<file path="src/hdl/ppm_pkg.sv">
`default_nettype none

package ppm_pkg;

  localparam int unsigned CfgIndexWidth = 3;
  localparam int unsigned CfgDataWidth  = 16;

  typedef enum logic [CfgIndexWidth-1:0] {
    REG_BRAKE_MIN   = 3'd0,
    REG_BRAKE_MAX   = 3'd1,
    REG_PEDAL_UPPER = 3'd2,
    REG_PEDAL_DIFF  = 3'd3,
    REG_PERSIST     = 3'd4
  } reg_index_t;

  localparam logic [11:0] BrakeMinReset   = 12'd372;
  localparam logic [11:0] BrakeMaxReset   = 12'd1613;
  localparam logic [14:0] PedalUpperReset = 15'd28160;
  localparam logic [15:0] PedalDiffReset  = 16'd5120;
  localparam logic [15:0] PersistReset    = 16'd100;

  typedef struct packed {
    logic signed [15:0] pedal_a_percent;
    logic signed [15:0] pedal_b_percent;
    logic [11:0]        brake_code;
    logic [31:0]        now_ms;
  } sample_t;

  typedef struct packed {
    logic pedal_instant_fault;
    logic pedal_persist_fault;
    logic brake_instant_fault;
    logic brake_persist_fault;
  } result_t;

  typedef struct packed {
    logic [11:0] brake_min_code;
    logic [11:0] brake_max_code;
    logic [14:0] pedal_upper_limit;
    logic [15:0] pedal_diff_limit;
    logic [15:0] persist_ms;
  } cfg_t;

endpackage

`default_nettype wire

</file>
<file path="src/hdl/ppm_cfg_regs.sv">
`default_nettype none

module ppm_cfg_regs (
  input  wire logic                               clk,
  input  wire logic                               rst,
  input  wire logic                               cfg_write_en,
  input  wire logic [ppm_pkg::CfgIndexWidth-1:0]  cfg_index,
  input  wire logic [ppm_pkg::CfgDataWidth-1:0]   cfg_data,
  output ppm_pkg::cfg_t                           cfg
);
  import ppm_pkg::*;

  always_ff @(posedge clk) begin
    if (rst) begin
      cfg.brake_min_code    <= BrakeMinReset;
      cfg.brake_max_code    <= BrakeMaxReset;
      cfg.pedal_upper_limit <= PedalUpperReset;
      cfg.pedal_diff_limit  <= PedalDiffReset;
      cfg.persist_ms        <= PersistReset;
    end else if (cfg_write_en) begin
      unique case (reg_index_t'(cfg_index))
        REG_BRAKE_MIN:   cfg.brake_min_code    <= cfg_data[11:0];
        REG_BRAKE_MAX:   cfg.brake_max_code    <= cfg_data[11:0];
        REG_PEDAL_UPPER: cfg.pedal_upper_limit <= cfg_data[14:0];
        REG_PEDAL_DIFF:  cfg.pedal_diff_limit  <= cfg_data;
        REG_PERSIST:     cfg.persist_ms        <= cfg_data;
        default: ;
      endcase
    end
  end

endmodule

`default_nettype wire

</file>
<file path="src/hdl/ppm_sample_check.sv">
`default_nettype none

module ppm_sample_check (
  input  wire ppm_pkg::sample_t sample,
  input  wire ppm_pkg::cfg_t    cfg,
  output logic                  pedal_fault,
  output logic                  brake_fault
);
  import ppm_pkg::*;

  logic signed [16:0] a_ext;
  logic signed [16:0] b_ext;
  logic signed [16:0] upper_ext;
  logic signed [16:0] diff;
  logic        [16:0] mag;

  always_comb begin
    a_ext     = 17'(sample.pedal_a_percent);
    b_ext     = 17'(sample.pedal_b_percent);
    upper_ext = signed'({2'b00, cfg.pedal_upper_limit});
    diff      = a_ext - b_ext;
    mag       = diff[16] ? 17'(-diff) : 17'(diff);

    pedal_fault = sample.pedal_a_percent[15] || sample.pedal_b_percent[15] ||
                  (a_ext > upper_ext) || (b_ext > upper_ext) ||
                  (mag > {1'b0, cfg.pedal_diff_limit});
    brake_fault = (sample.brake_code < cfg.brake_min_code) ||
                  (sample.brake_code > cfg.brake_max_code);
  end

endmodule

`default_nettype wire

</file>
<file path="src/hdl/ppm_fault_timer.sv">
`default_nettype none

module ppm_fault_timer (
  input  wire logic        clk,
  input  wire logic        rst,
  input  wire logic        advance,
  input  wire logic        fault,
  input  wire logic [31:0] now_ms,
  input  wire logic [15:0] persist_ms,
  output logic             persist_fault
);

  logic        timing;
  logic [31:0] start_ms;
  logic [31:0] elapsed;

  // a fresh start gives zero elapsed time
  always_comb begin
    elapsed       = timing ? (now_ms - start_ms) : 32'd0;
    persist_fault = fault && (elapsed >= {16'd0, persist_ms});
  end

  always_ff @(posedge clk) begin
    if (rst) begin
      timing <= 1'b0;
    end else if (advance) begin
      timing <= fault;
    end
  end

  always_ff @(posedge clk) begin
    if (rst) begin
      start_ms <= '0;
    end else if (advance && fault && !timing) begin
      start_ms <= now_ms;
    end
  end

endmodule

`default_nettype wire

</file>
<file path="src/hdl/pedal_plausibility_monitor.sv">
// Accelerator and brake sensor plausibility monitor. Takes one sample per
// request and returns one result per sample, in order. A sample is registered
// on entry, checked against the limits and the two fault timers, and its
// result lands in the output register when that is free or being taken; a new
// sample is taken every cycle while results are being taken. Persistence is
// measured with 32-bit wrapping subtraction on now_ms. The user must write
// limits through the cfg port only while no sample is in flight; not enforced.
`default_nettype none

module pedal_plausibility_monitor (
  input  wire logic                               clk,
  input  wire logic                               rst,
  input  wire logic                               sample_valid,
  output logic                                    sample_ready,
  input  wire ppm_pkg::sample_t                   sample,
  output logic                                    result_valid,
  input  wire logic                               result_ready,
  output ppm_pkg::result_t                        result,
  input  wire logic                               cfg_write_en,
  input  wire logic [ppm_pkg::CfgIndexWidth-1:0]  cfg_index,
  input  wire logic [ppm_pkg::CfgDataWidth-1:0]   cfg_data
);
  import ppm_pkg::*;

  cfg_t    cfg;
  sample_t held;
  logic    held_valid;
  logic    advance;
  logic    pedal_fault;
  logic    brake_fault;
  logic    pedal_persist;
  logic    brake_persist;
  result_t result_next;

  assign advance      = held_valid && (!result_valid || result_ready);
  assign sample_ready = !held_valid || advance;

  ppm_cfg_regs u_cfg (
    .clk          (clk),
    .rst          (rst),
    .cfg_write_en (cfg_write_en),
    .cfg_index    (cfg_index),
    .cfg_data     (cfg_data),
    .cfg          (cfg)
  );

  ppm_sample_check u_check (
    .sample      (held),
    .cfg         (cfg),
    .pedal_fault (pedal_fault),
    .brake_fault (brake_fault)
  );

  ppm_fault_timer u_pedal_timer (
    .clk           (clk),
    .rst           (rst),
    .advance       (advance),
    .fault         (pedal_fault),
    .now_ms        (held.now_ms),
    .persist_ms    (cfg.persist_ms),
    .persist_fault (pedal_persist)
  );

  ppm_fault_timer u_brake_timer (
    .clk           (clk),
    .rst           (rst),
    .advance       (advance),
    .fault         (brake_fault),
    .now_ms        (held.now_ms),
    .persist_ms    (cfg.persist_ms),
    .persist_fault (brake_persist)
  );

  always_comb begin
    result_next.pedal_instant_fault = pedal_fault;
    result_next.pedal_persist_fault = pedal_persist;
    result_next.brake_instant_fault = brake_fault;
    result_next.brake_persist_fault = brake_persist;
  end

  always_ff @(posedge clk) begin
    if (rst) begin
      held_valid <= 1'b0;
    end else if (sample_ready) begin
      held_valid <= sample_valid;
    end
  end

  always_ff @(posedge clk) begin
    if (sample_ready && sample_valid) begin
      held <= sample;
    end
  end

  always_ff @(posedge clk) begin
    if (rst) begin
      result_valid <= 1'b0;
    end else if (advance) begin
      result_valid <= 1'b1;
    end else if (result_ready) begin
      result_valid <= 1'b0;
    end
  end

  always_ff @(posedge clk) begin
    if (advance) begin
      result <= result_next;
    end
  end

endmodule

`default_nettype wire
</file>
<file path="config.mk">
export PLATFORM = sky130hd
export DESIGN_NAME = pedal_plausibility_monitor
export DESIGN_NICKNAME = d
export VERILOG_FILES = /design/src/hdl/ppm_pkg.sv /design/src/hdl/ppm_cfg_regs.sv /design/src/hdl/ppm_sample_check.sv /design/src/hdl/ppm_fault_timer.sv /design/src/hdl/pedal_plausibility_monitor.sv
export SDC_FILE = /design/constraint.sdc
export NUM_CORES = 1
export LEC_CHECK = 0
export ABC_AREA = 1
export BUFFER_PORTS_ARGS = -buffer_cell sky130_fd_sc_hd__buf_4
export CORE_MARGIN = 1
export CORE_UTILIZATION = 41
export DETAILED_ROUTE_END_ITERATION = 8
export PLACE_DENSITY = 0.69
export SYNTH_ARGS = -nofsm -noshare
export SYNTH_HDL_FRONTEND = slang
export SYNTH_SLANG_ARGS = --single-unit
</file>
<file path="constraint.sdc">
create_clock -name clk -period 4.4 [get_ports clk]
set_clock_uncertainty 0.05 [all_clocks]
set_input_delay 0.66 -clock clk [delete_from_list [all_inputs] [get_ports clk]]
set_output_delay 0.66 -clock clk [all_outputs]
set_load 0.02 [all_outputs]
</file>
* Yosys cells after proc, flatten, opt, wreduce, memory -nomap -nowiden
Cells that the tools add are included.
Cells by class: multiplexer cells 5, reductions and logical operators 26, add/subtract/negate cells 4, equality and inequality tests 4, magnitude comparators 7
Operator list (number):
- $ge 32x16->1 | 2
- $mux 32 | 2
- $sub 32x32->32 | 2
- $gt 16x16->1 | 2
- $gt 17x16->1 | 1
- $mux 17 | 1
- $neg 17->17 | 1
- $sub 16x16->17 | 1
- $gt 12x12->1 | 1
- $lt 12x12->1 | 1
- $reduce_and 2->1 | 5
- $logic_and 1x1->1 | 8
- $logic_or 1x1->1 | 7
- $eq 3x2->1 const B | 2
- $logic_not 1->1 | 4
- $eq 3x1->1 const B | 1
- $eq 3x3->1 const B | 1
- $logic_not 3->1 | 1
- $mux 1 | 2
- $reduce_bool 2->1 | 1
Storage, ports and cells: register bits 219, word-level logic and storage cells 65, bits of input ports 100, output and inout port bits 6

* Depth between registers and ports, before layout
Gate-level depths: netlist (run 1).
depth after elaboration 7, depth in mapped cells 37, depth with buffers taken out 35

* Modules after synthesis
From an unflattened synthesis (run 1), not the netlist that was laid out.
Unflattened totals: cells, all modules 2582, area, all modules 17055.1 sq um
Modules (own cells, without submodules):
- ppm_fault_timer at u_brake_timer | cells each 757, instances 1, area each 4204.0 sq um, sequential area each 660.6 sq um
- ppm_fault_timer at u_pedal_timer | cells each 752, instances 1, area each 4186.5 sq um, sequential area each 660.6 sq um
- ppm_sample_check | cells each 583, instances 1, area each 3385.7 sq um, sequential area each 0.0 sq um
- ppm_cfg_regs | cells each 398, instances 1, area each 2785.2 sq um, sequential area each 1421.4 sq um
- pedal_plausibility_monitor | cells each 92, instances 1, area each 2493.6 sq um, sequential area each 2442.3 sq um

* Worst setup path before layout (run 1)
Ideal clock, no wire load.
kind register to register, start reg held[44] in the netlist's numbering, end reg result[2] in the netlist's numbering (data pin), slack 0.468 ns, stages on the path, launching flop included 27, clock period less this slack 3.932 ns, library setup time 0.256 ns, arrival time 3.626 ns, path buffers 1, data required time 4.094 ns, cells stage by stage edfxtp_1 -> ha_1 -> fa_1 -> ha_1 -> a21boi_1 -> nand3_1 -> nor2_1 -> nand3_1 -> nor2_2 -> nand4_1 -> nor2_4 -> nor2_1 -> xor2_1 -> ha_1 -> nand2_1 -> nor2_1 -> a211oi_1 -> nand2_1 -> nand2_1 -> nand2_1 -> nand2_1 -> nand2_1 -> a21oi_1 -> nand2_4 -> buf_2 -> inv_1 -> nor2_1
On the way: longest elaborated chain between the ends 6, elaborated cells on any way between the ends 8, those cells by class add/sub (2); order compare (2); mux (1); reduce/logical (3)
RTL lines:
- start, declared | line pedal_plausibility_monitor.sv:26 | sample_t held;
- start signal, assigned | line pedal_plausibility_monitor.sv:91 | held <= sample;
- $sub 16x16->17 | line ppm_sample_check.sv:21 | diff = a_ext - b_ext;
- $neg 17->17 | line ppm_sample_check.sv:22 | mag = diff[16] ? 17'(-diff) : 17'(diff);
- $mux 17 | line ppm_sample_check.sv:22
- $gt 17x16->1 | line ppm_sample_check.sv:26 | (mag > {1'b0, cfg.pedal_diff_limit});
- $logic_or 1x1->1 * | line ppm_sample_check.sv:25 | (a_ext > upper_ext) || (b_ext > upper_ext) ||
- net pedal_fault | line pedal_plausibility_monitor.sv:29 | logic pedal_fault;
- $logic_and 1x1->1 * | line ppm_fault_timer.sv:20 | persist_fault = fault && (elapsed >= {16'd0, persist_ms});
- net pedal_persist | line pedal_plausibility_monitor.sv:31 | logic pedal_persist;
- end signal, assigned | line pedal_plausibility_monitor.sv:107 | result <= result_next;
- end, declared | line pedal_plausibility_monitor.sv:18 | output ppm_pkg::result_t result,
Mark *: on every way through the listed nets, which the timed path passes. The rest lies on a longest branch. A chain may end at the register's enable or synchronous reset.

* Worst setup path in the final report (run 1)
start reg held[44] in the netlist's numbering, end reg u_pedal_timer.start_ms[21]
On the way: longest elaborated chain between the ends 7, elaborated cells on any way between the ends 9, those cells by class add/sub (2); order compare (2); mux (1); reduce/logical (4)
RTL lines:
- $sub 16x16->17 | line ppm_sample_check.sv:21
- $neg 17->17 | line ppm_sample_check.sv:22
- $mux 17 | line ppm_sample_check.sv:22
- $gt 17x16->1 | line ppm_sample_check.sv:26
- $logic_or 1x1->1 * | line ppm_sample_check.sv:25
- $logic_and 1x1->1 * (2 in a row) | line ppm_fault_timer.sv:34 | end else if (advance && fault && !timing) begin
- end signal, assigned | line ppm_fault_timer.sv:35 | start_ms <= now_ms;
- end, declared | line ppm_fault_timer.sv:14 | logic [31:0] start_ms;
Mark *: on every way between the ends. The rest lies on a longest branch, timed or not.

==> summary.txt, run 1 <==
Placed design
  – Place WS: between 0.1 and 0.15 ns
  – Post-Place Cells: approximately 2800
  – Port bufs: about 110
  – Detailed-placement wirelength estimate: about 36 mm
  – DP Area: around 0.017 mm²
  – Placer Congestion: 0.980

Timing
  – Final setup TNS: 0 ns
  – RSZ-0062 raised after global routing: yes
  – Final Hold Fails: 0
  – Post-route clock period utilization: 0.998
  – Fin crit period: 4.39 ns
  – Worst Setup Slack, final: a little over 0.009 ns
  – Fin Hold WS: between 0.2 and 0.25 ns
  – Slew of the pin with the lowest slew margin: 0.915 ns
  – Fmax: ~0.23 GHz
  – Worst slew margin: 0.390
  – Slew Viols, Final: 0
  – Setup violations, final: 0

Synth
  – Seq/Total Area, Yosys: 0.330
  – Top cells by count, synth: nand2_1, inv_1, a21oi_1, nor2_1, o21ai_0
  – Yosys Warn Count: 0
  – Yosys top cell by area: dfxtp_1
  – Yosys cell types: between 40 and 50
  – Synth Flop Type: dfxtp_1
  – Yosys reg bits: 219
  – Synth area leaders: dfxtp_1, edfxtp_1, ha_1
  – Gate Count Post-Synth: roughly 2200
  – Area share of the largest cell type after synthesis: 0.177
  – Cell with the most instances after synthesis: nand2_1
  – Mapped Avg Cell Area: 7.00 µm²
  – Async S/R FF share, synth: 0
  – Syn Nets: between 2000 and 3000
  – Post-synth EDFFs: 80
  – Synth Cell Area: around 0.016 mm²

Routing
  – Final wirelength: approximately 47 mm
  – Antenna Nets Post-Route: 0
  – DRT Pass-1 Iters: 6
  – Via-per-instance ratio: ~5.1
  – Iter 0 DRT Violations: just over 900
  – Via count: roughly 15000
  – Routed wire per std cell: about 16 µm
  – DRC viols: 0

Floorplan
  – Die area: slightly below 0.04 mm²
  – Core Box Area: about 0.038 mm²
  – Top Ports: between 100 and 150
  – Initial Util: 0.417
  – Rows: 71
  – Die H: 198 µm
  – Die X: 198 µm

Worst setup path
  – Slowest stage delay, CP: ~0.57 ns
  – Reg2reg start: held[44]
  – Cell repeated most along the worst path: nand2_1
  – Crit-path max FO: 6
  – CP Data Arrival Time: approximately 4.8 ns
  – Kind of critical path: reg -> reg
  – Crit path launch type: register
  – Required time worst endpoint: 4.81 ns
  – Worst path slowest cell: fa_2
  – CP endpoint kind: register
  – Worst Setup SP: held[44]

Global routing
  – Congestion Overflow GR: 0
  – Wire length of the first global-routing pass: ~74 mm
  – Largest net degree at the start of global routing: 48
  – Gr usage total: 0.239
  – Vias in the first global route: around 14000
  – Antenna violations before repair: 2

Pwr
  – Combinational share of power: 0.282
  – Pwr Density: approximately 360 mW/mm²
  – Leakage Power: between 8 and 9 nW
  – Sequential power share: 0.354
  – NetSw: 2.15 mW
  – Clock Power Share: 0.365
  – P_int: ~4.4 mW
  – Worst vdd ir: between 0.3 and 0.4 mV
  – Total power: ~6.5 mW
  – Switching Share: 0.330

Clock network
  – CTS Root Cell: clkbuf_16
  – CTS tree: built
  – Clk sinks: 219
  – CTS Buf Count: 26
  – H-tree depth: 1
  – CTS max path bufs: 3
  – Reg clk slew, reported paths: about 0.06 ns
  – Clk Latency, worst-skew pair: about 0.59 ns
  – Cts hold-fix bufs: 0

Layout
  – Finished Cell Area: about 0.018 mm²
  – Layout cell share with drive strength beyond 1: 0.0983
  – Non-filler cells, final: 2894
  – Area added between synthesis and finish: 16.3%
  – Utilization of the core after routing: 0.484
  – Fillers: 3772
  – Final #Nets: about 2600

Flow run
  – Max-Cap Viols: 0

Min path
  – Hold Path Class: in -> reg
  – Hold Crit Start: sample[40]

Run status
  – Outcome: complete, no violations
==> registers in the layout, indices dropped and copies added, names as in the netlist <==
signal	flops
result_valid	1
u_cfg.cfg	71
u_pedal_timer.timing	1
u_brake_timer.timing	1
u_pedal_timer.start_ms	32
u_brake_timer.start_ms	32
held	76
held_valid	1
result	4
==> placed cells by master (no fill, tap or decap), types with 3 or more instances in the layout <==
cell type / n
buf_12: 4
nor2_1: 188
a21boi_0: 4
a211oi_1: 3
edfxtp_1: 80
dfxtp_1: 139
buf_4: 126
clkbuf_16: 30
clkbuf_8: 4
nand3_1: 116
o211ai_1: 18
a21oi_1: 229
a21oi_2: 5
nand2_2: 7
nor3_1: 16
xnor2_1: 8
o21a_1: 8
clkbuf_1: 6
ha_1: 178
nand4_1: 58
nor2_2: 8
xor2_1: 12
a21o_1: 3
nand3_2: 5
inv_2: 21
nor4_1: 3
nand2_1: 447
clkinv_2: 5
o21ai_0: 192
nand3b_1: 5
bufinv_16: 4
o21bai_1: 9
inv_1: 409
==> worst max-delay path: cells and delay by family (launching register included) <==
| family | cells | cell delay, ns |
|---|---|---|
| AOI/OAI and AO/OA | 2 | 0.34 |
| xor gates and xnor gates | 1 | 0.14 |
| adders and majority gates | 4 | 1.23 |
| buffers and inverters | 4 | 0.45 |
| DFF | 1 | 0.43 |
| and+or+nand+nor | 18 | 1.62 |
==> metal layers <==
layer	wire length, µm	vias up	GRT usage
met5	0	-	0
met2	22600	309	0.423
met1	21400	6779	0.311
li1	-	7591	-
met4	1010	0	0.0543
met3	1870	57	0.0249
==> power by group through the flow <==
stage          logic [mW]  registers, mW  clock network (mW)
3_3_place_gp         1.73           2.34                   0
4_1_cts              1.78           2.30                2.44
2_1_floorplan        1.25           2.32                   0
5_1_grt              2.08           2.31                2.50
6_report             1.83           2.30                2.38
3_5_place_dp         1.77           2.35                   0
==> area by class of cell <==
class,instances,area (µm²),share of cell area
clock inverters,10,178,0.00971
flip-flops and latches,219,5180,0.283
inverters,434,1640,0.0894
clock buffers,38,778,0.0425
multi-input cells,1547,8780,0.480
diodes,2,5.00,0.000274
well taps,511,639,0.0350
repair buffers,133,1090,0.0594
==> cells by family (layout without fill, tap and decap cells) <==
| kind of cell | after synthesis | after routing | share of synthesized area |
|---|---|---|---|
| other cells | 0 | 2 | 0 |
| buf+inv | 483 | 615 | 0.117 |
| flops | 219 | 219 | 0.330 |
| fa+ha+maj | 184 | 184 | 0.148 |
| compound gates | 477 | 477 | 0.161 |
| simple gates | 866 | 866 | 0.234 |
| xor+xnor | 20 | 20 | 0.0111 |
==> worst paths after layout <==
| path | cells after the start | slack [ns] | to |
|---|---|---|---|
| setup / recovery | 29 | 0.009 | u_pedal_timer.start_ms[21] |
| hold / removal | 1 | 0.20 | held[40] |
| setup reg to reg | 29 | 0.009 | u_pedal_timer.start_ms[21] |
| hold reg to reg | 2 | 0.41 | u_brake_timer.start_ms[24] |
==> repair_timing <==
action	CTS	global route
endpoints found under the setup margin	0	35
buffers inserted	0	6
resized for setup	0	24
No activity file was read; power rests on OpenSTA's default activity.
==> inputs of run 2 (changes only) <==
- CELL_PAD_IN_SITES_DETAIL_PLACEMENT: default -> 1
- CELL_PAD_IN_SITES_GLOBAL_PLACEMENT: default -> 1
- PLACE_DENSITY: 0.69 -> 0.86
==> summary.txt, run 2 (synthesized netlist as in run 1, its figures left out) <==
Run status
  – Outcome: finished, violations left
  – Failing checks: negative setup slack

Timing
  – Setup violations, final: 34 (+34)
  – Worst Setup Slack, final: -0.221 ns (-0.230 ns)
  – Slew Viols, Final: 0 (unchanged)
  – Post-route clock period utilization: 1.05 (+0.0524)
  – Slew of the pin with the lowest slew margin: 1.22 ns (+0.302 ns)
  – RSZ-0062 raised after global routing: yes
  – Fin crit period: 4.62 ns (+0.230 ns)
  – Fmax: 0.216 GHz (-5.0%)
  – Final Hold Fails: 0 (unchanged)
  – Worst slew margin: 0.189 (-0.201)

Placed design
  – Place WS: -0.0971 ns (-0.239 ns)
  – Port bufs: 105 (unchanged)
  – Detailed-placement wirelength estimate: 40.9 mm (+12%)
  – Placer Congestion: 0.947 (-3.4%)

Global routing
  – Largest net degree at the start of global routing: 72 (+50%)
  – Vias in the first global route: 16600 (+17%)
  – Gr usage total: 0.272 (+0.0335)
  – Wire length of the first global-routing pass: 84.7 mm (+15%)
  – Congestion Overflow GR: 0 (unchanged)
  – Antenna violations before repair: 0 (-2)

Clock network
  – CTS Buf Count: 27 (+3.8%)
  – H-tree depth: 1 (unchanged)
  – CTS tree: built
  – CTS Root Cell: clkbuf_16
  – Reg clk slew, reported paths: 0.06 ns (about the same)
  – Clk Latency, worst-skew pair: 0.58 ns (about the same)
  – CTS max path bufs: 3 (unchanged)
  – Cts hold-fix bufs: 0 (unchanged)
  – Clk sinks: 219 (unchanged)

Floorplan
  – Top Ports: 106 (unchanged)
  – Rows: 71 (unchanged)
  – Die X: 198 µm (unchanged)
  – Die area: 0.0392 mm² (unchanged)
  – Core Box Area: 0.0378 mm² (unchanged)
  – Die H: 198 µm (unchanged)
  – Initial Util: 0.417 (unchanged)

Pwr
  – Worst vdd ir: 0.345 mV (+8.3%)
  – Leakage Power: 8.72 nW (+0.18%)
  – Combinational share of power: 0.302 (+0.020)
  – Switching Share: 0.355 (+0.0251)
  – P_int: 4.23 mW (-3.0%)
  – Sequential power share: 0.352 (-0.002)
  – Pwr Density: 356 mW/mm² (about the same)
  – Clock Power Share: 0.346 (-0.019)
  – Total power: 6.56 mW (+0.77%)
  – NetSw: 2.33 mW (+8.4%)

Worst setup path
  – Cell repeated most along the worst path: nand2_1
  – Required time worst endpoint: 4.81 ns (about the same)
  – CP Data Arrival Time: 5.03 ns (+0.23 ns)
  – Worst path slowest cell: fa_2
  – Kind of critical path: reg -> reg
  – Slowest stage delay, CP: 0.56 ns (about the same)
  – Crit path launch type: register
  – Crit-path max FO: 8 (+2)
  – CP endpoint kind: register

Layout
  – Max FFs per register: 76 (unchanged)
  – Ant diodes: 0 (-2)
  – Area added between synthesis and finish: 17.2%
  – Reg with most FFs: held
  – Utilization of the core after routing: 0.488 (+0.00374)
  – Leading cell type in the layout, fill and taps excluded: nand2_1
  – Commonest cells after routing, fill and taps aside: nand2_1, inv_1, a21oi_1
  – Largest registers: held (76), u_cfg.cfg (71)
  – Layout cell share with drive strength beyond 1: 0.119 (+0.0208)
  – Final #Nets: 2648 (+0.11%)

Routing
  – DRT Pass-1 Iters: 5 (-1)
  – Via count: 15700 (+6.7%)
  – Via-per-instance ratio: 5.43 (+6.6%)
  – Iter 0 DRT Violations: 806 (-13%)
  – Antenna Nets Post-Route: 0 (unchanged)
  – Final wirelength: 54.6 mm (+16%)
  – DRC viols: 0 (unchanged)
  – Routed wire per std cell: 18.9 µm (+16%)

Min path
  – Hold Path Class: in -> reg

Flow run
  – Max-Cap Viols: 0 (unchanged)
run 2: worst paths after layout:
| check | start | endpoint | slack [ns] | cells after the start |
|---|---|---|---|---|
| worst max register to register | held[44] | u_pedal_timer.start_ms[24] | -0.22 | 29 |
| worst min-delay path | sample[38] | held[38] | 0.20 | 1 |
| worst max-delay path | held[44] | u_pedal_timer.start_ms[24] | -0.22 | 29 |
| worst min register to register | u_brake_timer.start_ms[17] | u_brake_timer.start_ms[17] | 0.41 | 2 |
run 2: area by class of cell:
| cell class | instances | area [µm²] |
|---|---|---|
| clock buffers | 36 | 771 |
| clock inverters | 14 | 126 |
| fillers | 4839 | 19300 |
| inverters | 434 | 1640 |
| multi-input cells | 1547 | 8960 |
| flip-flops and latches | 219 | 5180 |
| well taps | 511 | 639 |
| repair buffers | 135 | 1120 |
run 2: power groups by stage:
stage                     clock network [mW]  registers, mW  logic (mW)
after CTS                               2.30           2.31        1.86
after detailed placement                   0           2.35        1.81
final                                   2.27           2.31        1.98
after global placement                     0           2.34        1.71
after floorplan                            0           2.32        1.25
after global routing                    2.38           2.32        2.21
run 2: routing by layer:
layer,share of wire,global-route usage,vias up
met4,0.055,0.146,0
li1,-,-,7598
met5,0,0,-
met2,0.50,0.503,431
met1,0.40,0.301,7529
met3,0.043,0.0368,165
run 2: timing repair:
action                     CTS  global route
gates resized for setup      5            84
pin swaps                    4            33
buffers inserted             3             6
hold endpoints to repair     0             0
setup endpoints to repair   35            35
gates cloned                 0             3
run 2: critical path, delay by kind of cell (launching register included):
family          cells  cell delay (ns)
fa+ha+maj           4             1.21
flops               1             0.43
buf+inv             4             0.45
compound gates      4             0.74
simple gates       16             1.47
xor+xnor            1             0.12
run 2: per-stage QoR:
step / TNS (ns) / std cells / hold WS (ns) / instance area, µm²
after floorplan: 0 / 2249 / 0.377 / 15700
after global placement: 0 / 2834 / 0.388 / 17100
after detailed placement: -2.17 / 2834 / 0.402 / 17100
after CTS: 0 / 2887 / 0.181 / 18100
after global routing: -13.22 / 2896 / 0.184 / 18400
final: -5.99 / 2896 / 0.204 / 18400
